[config.mk]
export PLATFORM = sky130hd
export DESIGN_NAME = mrtd_ctrl_flat
export DESIGN_NICKNAME = d
export VERILOG_FILES = /design/src/hdl/mrtd_pkg.sv /design/src/hdl/mrtd_in_if.sv /design/src/hdl/mrtd_out_if.sv /design/src/hdl/mrtd_ctrl.sv /design/src/flat_wrapper.sv
export SDC_FILE = /design/constraint.sdc
export NUM_CORES = 1
export LEC_CHECK = 0
export BUFFER_PORTS_ARGS = -buffer_cell sky130_fd_sc_hd__buf_4
export CAP_MARGIN = 20
export CORE_MARGIN = 2
export CORE_UTILIZATION = 56
export DETAILED_ROUTE_END_ITERATION = 8
export HOLD_SLACK_MARGIN = 0.03
export PLACE_DENSITY = 0.81
export SLEW_MARGIN = 20
export SYNTH_ARGS = -nofsm -noshare
export SYNTH_HDL_FRONTEND = slang
export SYNTH_SLANG_ARGS = --single-unit
[constraint.sdc]
create_clock -name clk -period 15.2 [get_ports clk]
set_clock_uncertainty 0.05 [all_clocks]
set_input_delay 1.52 -clock clk [delete_from_list [all_inputs] [get_ports clk]]
set_output_delay 1.52 -clock clk [all_outputs]
set_load 0.005 [all_outputs]
[src/hdl/mrtd_pkg.sv]
// Shared constants, types and codes for the MMIO range table decoder.
package mrtd_pkg;

  localparam int TABLE_ENTRIES = 64;
  localparam int ALIGN_SHIFT   = 16;
  localparam int ADDR_W        = 48;
  localparam int SIZE_W        = 40;
  localparam int KIND_W        = 2;
  localparam int FIDX_W        = 6;
  localparam int STAT_W        = 3;
  localparam int IDX_W         = $clog2(TABLE_ENTRIES);
  localparam int CNT_W         = $clog2(TABLE_ENTRIES + 1);
  localparam int RND_W         = SIZE_W + 1;

  typedef logic [ADDR_W-1:0] addr_t;
  typedef logic [SIZE_W-1:0] size_t;
  typedef logic [IDX_W-1:0]  idx_t;
  typedef logic [CNT_W-1:0]  cnt_t;
  typedef logic [FIDX_W-1:0] fidx_t;
  typedef logic [RND_W-1:0]  rnd_t;

  localparam addr_t MMIO_BASE_RST = addr_t'(64'h0000_0000_4000_0000);
  localparam rnd_t  ALIGN_MASK    = rnd_t'((64'd1 << ALIGN_SHIFT) - 64'd1);

  typedef enum logic [KIND_W-1:0] {
    KIND_LOOKUP = 2'd0,
    KIND_ASSIGN = 2'd1,
    KIND_FREE   = 2'd2,
    KIND_NONE   = 2'd3
  } kind_t;

  typedef enum logic [STAT_W-1:0] {
    STAT_OK      = 3'd0,
    STAT_MISS    = 3'd1,
    STAT_FULL    = 3'd2,
    STAT_INVALID = 3'd3,
    STAT_RANGE   = 3'd4
  } status_t;

  typedef enum logic [2:0] {
    S_IDLE,
    S_SCAN,
    S_SLOT,
    S_PLACE,
    S_FREE_RD,
    S_FREE_CHK,
    S_DONE
  } state_t;

  // One table row: start and exclusive end
  typedef struct packed {
    addr_t lo;
    addr_t hi;
  } win_t;

  // Table port request from the sequencer
  typedef struct packed {
    logic we;
    idx_t waddr;
    idx_t raddr;
    win_t wdata;
  } tbl_req_t;

  typedef struct packed {
    status_t status;
    fidx_t   entry_index;
    addr_t   window_start;
    addr_t   window_end;
  } res_t;

endpackage

[src/hdl/mrtd_in_if.sv]
// Request channel interface: valid/ready plus request payload.
interface mrtd_in_if import mrtd_pkg::*; ();
  logic                valid;
  logic                ready;
  logic [KIND_W-1:0]   kind;
  logic [ADDR_W-1:0]   address;
  logic                auto_place;
  logic [SIZE_W-1:0]   window_size;
  logic [FIDX_W-1:0]   free_index;

  modport source (output valid, kind, address, auto_place, window_size, free_index,
                  input ready);
  modport sink   (input valid, kind, address, auto_place, window_size, free_index,
                  output ready);
endinterface

[src/hdl/mrtd_out_if.sv]
// Result channel interface: valid/ready plus result payload.
interface mrtd_out_if import mrtd_pkg::*; ();
  logic                valid;
  logic                ready;
  logic [STAT_W-1:0]   status;
  logic [FIDX_W-1:0]   entry_index;
  logic [ADDR_W-1:0]   window_start;
  logic [ADDR_W-1:0]   window_end;

  modport source (output valid, status, entry_index, window_start, window_end,
                  input ready);
  modport sink   (input valid, status, entry_index, window_start, window_end,
                  output ready);
endinterface

[src/hdl/mrtd_ctrl.sv]
// Sequencer with the shared window comparator and placement adder.
module mrtd_ctrl import mrtd_pkg::*; (
  input  logic      clk,
  input  logic      rst_n,
  mrtd_in_if.sink   in_ch,
  mrtd_out_if.source out_ch,
  input  addr_t     mmio_base,
  output tbl_req_t  tbl_req,
  input  win_t      tbl_rdata
);

  localparam cnt_t LAST_IDX = cnt_t'(TABLE_ENTRIES);
  localparam cnt_t FULL_CNT = cnt_t'(TABLE_ENTRIES - 1);

  state_t state_r, state_nxt;
  addr_t  addr_r, addr_nxt;
  logic   autop_r, autop_nxt;
  rnd_t   rnd_r, rnd_nxt;
  fidx_t  fidx_r, fidx_nxt;
  cnt_t   idx_r, idx_nxt;
  logic   pend_r, pend_nxt;
  idx_t   pidx_r, pidx_nxt;
  idx_t   slot_r, slot_nxt;
  logic [TABLE_ENTRIES-1:0] valid_r, valid_nxt;
  cnt_t   vcount_r, vcount_nxt;
  addr_t  bump_r, bump_nxt;
  logic   bump_started_r, bump_started_nxt;
  res_t   res_r, res_nxt;
  logic   out_valid_r, out_valid_nxt;
  res_t   out_r, out_nxt;

  logic            in_xfer;
  logic            hit;
  logic            full;
  logic            free_ok;
  logic            out_free;
  addr_t           start_sel;
  logic [ADDR_W:0] sum;
  rnd_t            rnd_in;

  assign in_xfer  = in_ch.valid && in_ch.ready;
  assign out_free = !out_valid_r || out_ch.ready;
  assign full     = vcount_r >= FULL_CNT;

  // Round the requested size up to the alignment
  assign rnd_in = ({1'b0, in_ch.window_size} + ALIGN_MASK) & ~ALIGN_MASK;

  // Shared comparator: does the pending row hold the lookup address
  assign hit = pend_r && valid_r[pidx_r] &&
               (addr_r >= tbl_rdata.lo) && (addr_r < tbl_rdata.hi);

  // Shared adder: window start plus rounded size
  assign start_sel = autop_r ? (bump_started_r ? bump_r : mmio_base) : addr_r;
  assign sum       = {1'b0, start_sel} + (ADDR_W + 1)'(rnd_r);

  assign free_ok = (int'(fidx_r) < TABLE_ENTRIES) && valid_r[idx_t'(fidx_r)];

  // Next state
  always_comb begin
    state_nxt = state_r;
    case (state_r)
      S_IDLE: begin
        if (in_xfer) begin
          case (kind_t'(in_ch.kind))
            KIND_LOOKUP: state_nxt = S_SCAN;
            KIND_ASSIGN: state_nxt = S_SLOT;
            KIND_FREE:   state_nxt = S_FREE_RD;
            default:     state_nxt = S_IDLE;
          endcase
        end
      end
      S_SCAN: begin
        if (hit || (pend_r && idx_r == LAST_IDX)) begin
          state_nxt = S_DONE;
        end
      end
      S_SLOT: begin
        if (full) begin
          state_nxt = S_DONE;
        end else if (!valid_r[idx_r[IDX_W-1:0]]) begin
          state_nxt = S_PLACE;
        end
      end
      S_PLACE:    state_nxt = S_DONE;
      S_FREE_RD:  state_nxt = S_FREE_CHK;
      S_FREE_CHK: state_nxt = S_DONE;
      S_DONE: begin
        if (out_free) begin
          state_nxt = S_IDLE;
        end
      end
      default:    state_nxt = S_IDLE;
    endcase
  end

  // Datapath, table port and result
  always_comb begin
    addr_nxt         = addr_r;
    autop_nxt        = autop_r;
    rnd_nxt          = rnd_r;
    fidx_nxt         = fidx_r;
    idx_nxt          = idx_r;
    pend_nxt         = 1'b0;
    pidx_nxt         = pidx_r;
    slot_nxt         = slot_r;
    valid_nxt        = valid_r;
    vcount_nxt       = vcount_r;
    bump_nxt         = bump_r;
    bump_started_nxt = bump_started_r;
    res_nxt          = res_r;
    out_nxt          = out_r;
    out_valid_nxt    = out_valid_r;

    tbl_req.we       = 1'b0;
    tbl_req.waddr    = slot_r;
    tbl_req.raddr    = idx_r[IDX_W-1:0];
    tbl_req.wdata.lo = start_sel;
    tbl_req.wdata.hi = sum[ADDR_W-1:0];

    case (state_r)
      S_IDLE: begin
        if (in_xfer) begin
          addr_nxt  = in_ch.address;
          autop_nxt = in_ch.auto_place;
          rnd_nxt   = rnd_in;
          fidx_nxt  = in_ch.free_index;
          idx_nxt   = '0;
        end
      end
      S_SCAN: begin
        // Issue the next row while comparing the previous one
        if (idx_r < LAST_IDX) begin
          pend_nxt = 1'b1;
          pidx_nxt = idx_r[IDX_W-1:0];
          idx_nxt  = idx_r + cnt_t'(1);
        end
        if (hit) begin
          res_nxt.status       = STAT_OK;
          res_nxt.entry_index  = fidx_t'(pidx_r);
          res_nxt.window_start = tbl_rdata.lo;
          res_nxt.window_end   = tbl_rdata.hi;
        end else if (pend_r && idx_r == LAST_IDX) begin
          res_nxt.status       = STAT_MISS;
          res_nxt.entry_index  = '0;
          res_nxt.window_start = '0;
          res_nxt.window_end   = '0;
        end
      end
      S_SLOT: begin
        // Walk valid bits for the lowest free row
        if (full) begin
          res_nxt.status       = STAT_FULL;
          res_nxt.entry_index  = '0;
          res_nxt.window_start = '0;
          res_nxt.window_end   = '0;
        end else if (!valid_r[idx_r[IDX_W-1:0]]) begin
          slot_nxt = idx_r[IDX_W-1:0];
        end else begin
          idx_nxt = idx_r + cnt_t'(1);
        end
      end
      S_PLACE: begin
        if (autop_r) begin
          bump_started_nxt = 1'b1;
          bump_nxt         = start_sel;
        end
        if (sum[ADDR_W]) begin
          res_nxt.status       = STAT_RANGE;
          res_nxt.entry_index  = '0;
          res_nxt.window_start = start_sel;
          res_nxt.window_end   = '0;
        end else begin
          tbl_req.we        = 1'b1;
          valid_nxt[slot_r] = 1'b1;
          vcount_nxt        = vcount_r + cnt_t'(1);
          if (autop_r) begin
            bump_nxt = sum[ADDR_W-1:0];
          end
          res_nxt.status       = STAT_OK;
          res_nxt.entry_index  = fidx_t'(slot_r);
          res_nxt.window_start = start_sel;
          res_nxt.window_end   = sum[ADDR_W-1:0];
        end
      end
      S_FREE_RD: begin
        tbl_req.raddr = idx_t'(fidx_r);
      end
      S_FREE_CHK: begin
        res_nxt.entry_index = fidx_r;
        if (free_ok) begin
          valid_nxt[idx_t'(fidx_r)] = 1'b0;
          vcount_nxt                = vcount_r - cnt_t'(1);
          res_nxt.status            = STAT_OK;
          res_nxt.window_start      = tbl_rdata.lo;
          res_nxt.window_end        = tbl_rdata.hi;
        end else begin
          res_nxt.status       = STAT_INVALID;
          res_nxt.window_start = '0;
          res_nxt.window_end   = '0;
        end
      end
      default: begin
      end
    endcase

    // Output register: drop on transfer, load a finished result
    if (out_valid_r && out_ch.ready) begin
      out_valid_nxt = 1'b0;
    end
    if (state_r == S_DONE && out_free) begin
      out_nxt       = res_r;
      out_valid_nxt = 1'b1;
    end
  end

  // Control state
  always_ff @(posedge clk) begin
    if (!rst_n) begin
      state_r        <= S_IDLE;
      pend_r         <= 1'b0;
      valid_r        <= '0;
      vcount_r       <= '0;
      bump_r         <= '0;
      bump_started_r <= 1'b0;
      out_valid_r    <= 1'b0;
    end else begin
      state_r        <= state_nxt;
      pend_r         <= pend_nxt;
      valid_r        <= valid_nxt;
      vcount_r       <= vcount_nxt;
      bump_r         <= bump_nxt;
      bump_started_r <= bump_started_nxt;
      out_valid_r    <= out_valid_nxt;
    end
  end

  // Payload
  always_ff @(posedge clk) begin
    addr_r  <= addr_nxt;
    autop_r <= autop_nxt;
    rnd_r   <= rnd_nxt;
    fidx_r  <= fidx_nxt;
    idx_r   <= idx_nxt;
    pidx_r  <= pidx_nxt;
    slot_r  <= slot_nxt;
    res_r   <= res_nxt;
    out_r   <= out_nxt;
  end

  assign in_ch.ready         = (state_r == S_IDLE);
  assign out_ch.valid        = out_valid_r;
  assign out_ch.status       = out_r.status;
  assign out_ch.entry_index  = out_r.entry_index;
  assign out_ch.window_start = out_r.window_start;
  assign out_ch.window_end   = out_r.window_end;

endmodule

[src/flat_wrapper.sv]
// flat-port wrapper written by rule: the top's interface ports become plain ports
module mrtd_ctrl_flat import mrtd_pkg::*;
  (clk, rst_n, mmio_base, tbl_req, tbl_rdata, in_ch_valid, in_ch_kind, in_ch_address, in_ch_auto_place, in_ch_window_size, in_ch_free_index, in_ch_ready, out_ch_valid, out_ch_status, out_ch_entry_index, out_ch_window_start, out_ch_window_end, out_ch_ready);
  mrtd_in_if in_ch_i ();
  mrtd_out_if out_ch_i ();
  input  logic clk;
  input  logic rst_n;
  input  addr_t mmio_base;
  output tbl_req_t tbl_req;
  input  win_t tbl_rdata;
  input wire logic [$bits(in_ch_i.valid)-1:0] in_ch_valid;
  input wire logic [$bits(in_ch_i.kind)-1:0] in_ch_kind;
  input wire logic [$bits(in_ch_i.address)-1:0] in_ch_address;
  input wire logic [$bits(in_ch_i.auto_place)-1:0] in_ch_auto_place;
  input wire logic [$bits(in_ch_i.window_size)-1:0] in_ch_window_size;
  input wire logic [$bits(in_ch_i.free_index)-1:0] in_ch_free_index;
  output wire logic [$bits(in_ch_i.ready)-1:0] in_ch_ready;
  output wire logic [$bits(out_ch_i.valid)-1:0] out_ch_valid;
  output wire logic [$bits(out_ch_i.status)-1:0] out_ch_status;
  output wire logic [$bits(out_ch_i.entry_index)-1:0] out_ch_entry_index;
  output wire logic [$bits(out_ch_i.window_start)-1:0] out_ch_window_start;
  output wire logic [$bits(out_ch_i.window_end)-1:0] out_ch_window_end;
  input wire logic [$bits(out_ch_i.ready)-1:0] out_ch_ready;
  assign in_ch_i.valid = in_ch_valid;
  assign in_ch_i.kind = in_ch_kind;
  assign in_ch_i.address = in_ch_address;
  assign in_ch_i.auto_place = in_ch_auto_place;
  assign in_ch_i.window_size = in_ch_window_size;
  assign in_ch_i.free_index = in_ch_free_index;
  assign in_ch_ready = in_ch_i.ready;
  assign out_ch_valid = out_ch_i.valid;
  assign out_ch_status = out_ch_i.status;
  assign out_ch_entry_index = out_ch_i.entry_index;
  assign out_ch_window_start = out_ch_i.window_start;
  assign out_ch_window_end = out_ch_i.window_end;
  assign out_ch_i.ready = out_ch_ready;
  mrtd_ctrl u_core (.clk(clk), .rst_n(rst_n), .in_ch(in_ch_i), .out_ch(out_ch_i), .mmio_base(mmio_base), .tbl_req(tbl_req), .tbl_rdata(tbl_rdata));
endmodule
==> impl_results.md <==
* TritonCTS Buffers at 46
* Drt total wl at 82200 µm
* Worst path slowest cell: dfxtp_4
* Placed insts at 3010
* 1st-iter DRT viols at 2654
* Final Hold Fails at 0
* Hold crit path type: reg -> reg
* PortBufs at 460
* Mapped Nets at 2500
* TritonCTS clock tree: done
* Most frequent cells in the layout: 480 x buf_4, 309 x edfxtp_1, 151 x inv_1, 138 x nand2_1, 138 x o21ai_0
* Total power at 4.89 mW
* Simple-gate share of the synthesized area at 10.5%
* Initial antenna violation count at 9
* First-pass GRT wire length at 121000 µm
* Clk slew on worst S/H paths at 0.06 ns
* Setup Fix Bufs, Post-CTS at 0
* Fin cells at 3105
* Fin crit period at 7.09 ns
* Reg2Reg Depth at 15
* Core box area at 41000 µm²
* Fillers at 3006
* Die span in x at 208 µm
* Grt ovf at 0
* Post-Syn Instances at 2126
* Final setup viols at 0
* Worst hold stages at 0
* Nets at 2900
* Layout cells sized above 1 at 25.3%
* Max_cap viols at 0
* Synth Flop Type: edfxtp_1
* Max FO, Critical Path at 44
* Post-CTS Resized at 0
* Hold bufs inserted after CTS at 0
* Peak supply drop at 0.135 mV
* Worst setup SP type: register
* Hold WS at 0.361 ns
* Vias in the first global route at 18994
* Least-Margin Pin Slew at 1.10 ns
* Largest family of logic cells by synthesized area: compound AO/OA/AOI/OAI gates
* Synthesized area per cell at 11.0 µm²
* Layout area overhead at 22.5%
* Detail Route Antenna Nets at 0
* CTS H-tree depth at 2
* Synth Area in Adders at 6.98%
* Hpwl dp at 60400 µm
* Total I/O pin count at 461
* Skew-Pair Late Insertion Delay at 0.60 ns
* WP data required at 13.63 ns
* Final Slew Violations at 0
* Final setup margin at 8.11 ns
* Via Count at 19978
* Clock sinks at 434
* Synthesized area at 23300 µm²
* # DRC at 0
* Crit. End Element: output pin
* Flops & latches, synth at 434
* Fmax achieved at 141 MHz
* Arr. time, crit path at 5.52 ns
* Full die area at 43300 µm²
* First-pass DRT Iterations at 7
* Final Cycle Share at 46.7%
* Initial Utilization at 56.9%
* Asr flop ratio synth at 0%
* Static Leak at 11.5 nW
* Stages on worst setup path at 14
* DP Worst Slack at 8.66 ns
* CP top delay family: compound AO/OA/AOI/OAI gates
* Post-Route Setup TNS at 0 ns
* Count of flip-flops with a built-in enable after synthesis at 309
* Largest net degree at the start of global routing at 97
* Commonest non-fill, non-tap cell in the layout: buf_4
* Relative slew slack at 26.1%
* DR WL/cell at 26.5 µm
* PD cells at 171 nW/µm²
* Root buffer cell: clkbuf_16
* Tot GR Track Use at 37.1%
* Post-synthesis compound-gate area fraction at 17.4%
* RSZ-0062 raised after global routing: false
* CP Class: reg -> out
* FP Rows at 74
* Mux share of post-synthesis cell area at 7.15%
* Clk buf depth at 3
* Vias per cell at 6.43
* Yosys warning count at 0
* Die height at 208 µm
* Status: complete, no violations
* Sequential fraction of the synthesis area at 50.5%
* Netlist cell types at 83
* Slowest stage delay, CP at 0.72 ns
* XOR/XNOR share of the synthesized area at 2.29%
* Worst path buffer plus inverter count at 3
* Critical-path cell list: buf_4 -> mux2i_1 -> a21oi_1 -> ha_1 -> fa_1 -> a211oi_1 -> o21ai_0 -> o211a_1 -> or3_1 -> nand2_1 -> nor3_1 -> o31ai_1 -> inv_1 -> buf_4
* Most frequent CP cell: buf_4
* Routability Congestion at 1.01
[kinds of logic (layout without fill, tap and decap cells)]
family	after synthesis	in the layout
buffers and inverters	283	721
AOI/OAI and AO/OA	594	594
muxes	128	128
adders and majority gates	129	129
xor gates and xnor gates	61	61
other	0	9
DFF	434	434
and+or+nand+nor	497	497
[routing by layer]
metal | up-vias | GRT usage [%] | wire length (µm)
met5 | - | 0 | 5
met4 | 2 | 13.6 | 2950
met3 | 167 | 8.00 | 8920
met2 | 1300 | 57.1 | 36900
met1 | 9723 | 51.9 | 33300
li1 | 8786 | - | -
[final timing paths]
| kind | slack, ns | end | startpoint |
|---|---|---|---|
| max reg2reg | 9.05 | u_core.valid_r[27]$_SDFFE_PN0P_ | u_core.bump_started_r$_SDFFE_PN0P_ |
| max | 8.11 | tbl_req[40] | u_core.bump_started_r$_SDFFE_PN0P_ |
| min reg2reg | 0.36 | u_core.out_ch.window_end[24]$_DFFE_PP_ | u_core.res_r[24]$_DFFE_PP_ |
| min | 0.36 | u_core.out_ch.window_end[24]$_DFFE_PP_ | u_core.res_r[24]$_DFFE_PP_ |
[Yosys cell counts, drive strengths merged (5+ instances only)]
cell	n	area [µm²]
a22oi	13	97.6
ha	127	1590
mux4	30	676
a21boi	21	158
o21bai	6	45.0
a221oi	7	67.6
o221a	12	135
and2	17	106
o31ai	10	75.1
a21o	21	158
and3	10	62.6
mux2i	87	871
a31oi	8	50.1
nor4	15	100
nand3	46	230
dfxtp	125	2500
o21a	19	143
or2	14	87.6
o22ai	6	37.5
o21ai	144	724
or3	9	56.3
clkbuf	64	241
nand2b	13	81.3
nor2b	13	83.8
buf	65	405
nand3b	16	120
a22o	97	850
a2111oi	5	51.3
o211ai	45	338
inv	153	574
nor3b	5	37.5
xor2	23	201
a21oi	128	648
mux2	11	124
a211oi	10	75.1
edfxtp	309	9280
nor2	130	488
nor3	21	105
o311ai	6	52.6
and4	5	43.8
nand2	138	518
xnor2	38	333
nand4	30	188
[layout make-up]
type | instances | area (µm²) | area share (%)
well taps | 532 | 666 | 2.33
multi-input cells | 1409 | 10400 | 36.3
inverters | 154 | 578 | 2.02
diodes | 9 | 22.5 | 0.0787
clock buffers | 53 | 1220 | 4.26
repair buffers | 481 | 3610 | 12.6
clock inverters | 33 | 337 | 1.18
flip-flops and latches | 434 | 11800 | 41.2
[metrics by stage]
| stage | area [µm²] | util (%) |
|---|---|---|
| after floorplan | 23300 | - |
| after global placement | 27000 | 65.9 |
| after detailed placement | 27000 | 65.9 |
| after CTS | 28600 | 69.7 |
| after global routing | 28600 | 69.7 |
| final | 28600 | 69.7 |
[where the power goes]
part / switching, mW / internal, mW
Sequential: 0.185 / 1.66
Combinational: 1.18 / 0.706
Clock: 0.497 / 0.665
Total: 1.87 / 3.03
[sequential cells by signal (all words and copies together), names as in the netlist, 3 cells and up, named ones only]
| name | count |
|---|---|
| u_core.out_ch.status | 3 |
| u_core.out_ch.window_end | 48 |
| u_core.out_ch.entry_index | 6 |
| u_core.rnd_r | 25 |
| u_core.slot_r | 6 |
| u_core.fidx_r | 6 |
| u_core.bump_r | 32 |
| u_core.state_r | 3 |
| u_core.res_r | 105 |
| u_core.addr_r | 48 |
| u_core.out_ch.window_start | 48 |
| u_core.pidx_r | 6 |
| u_core.valid_r | 64 |
| u_core.vcount_r | 7 |
| u_core.idx_r | 7 |
Power figures use the tool's default switching activity.
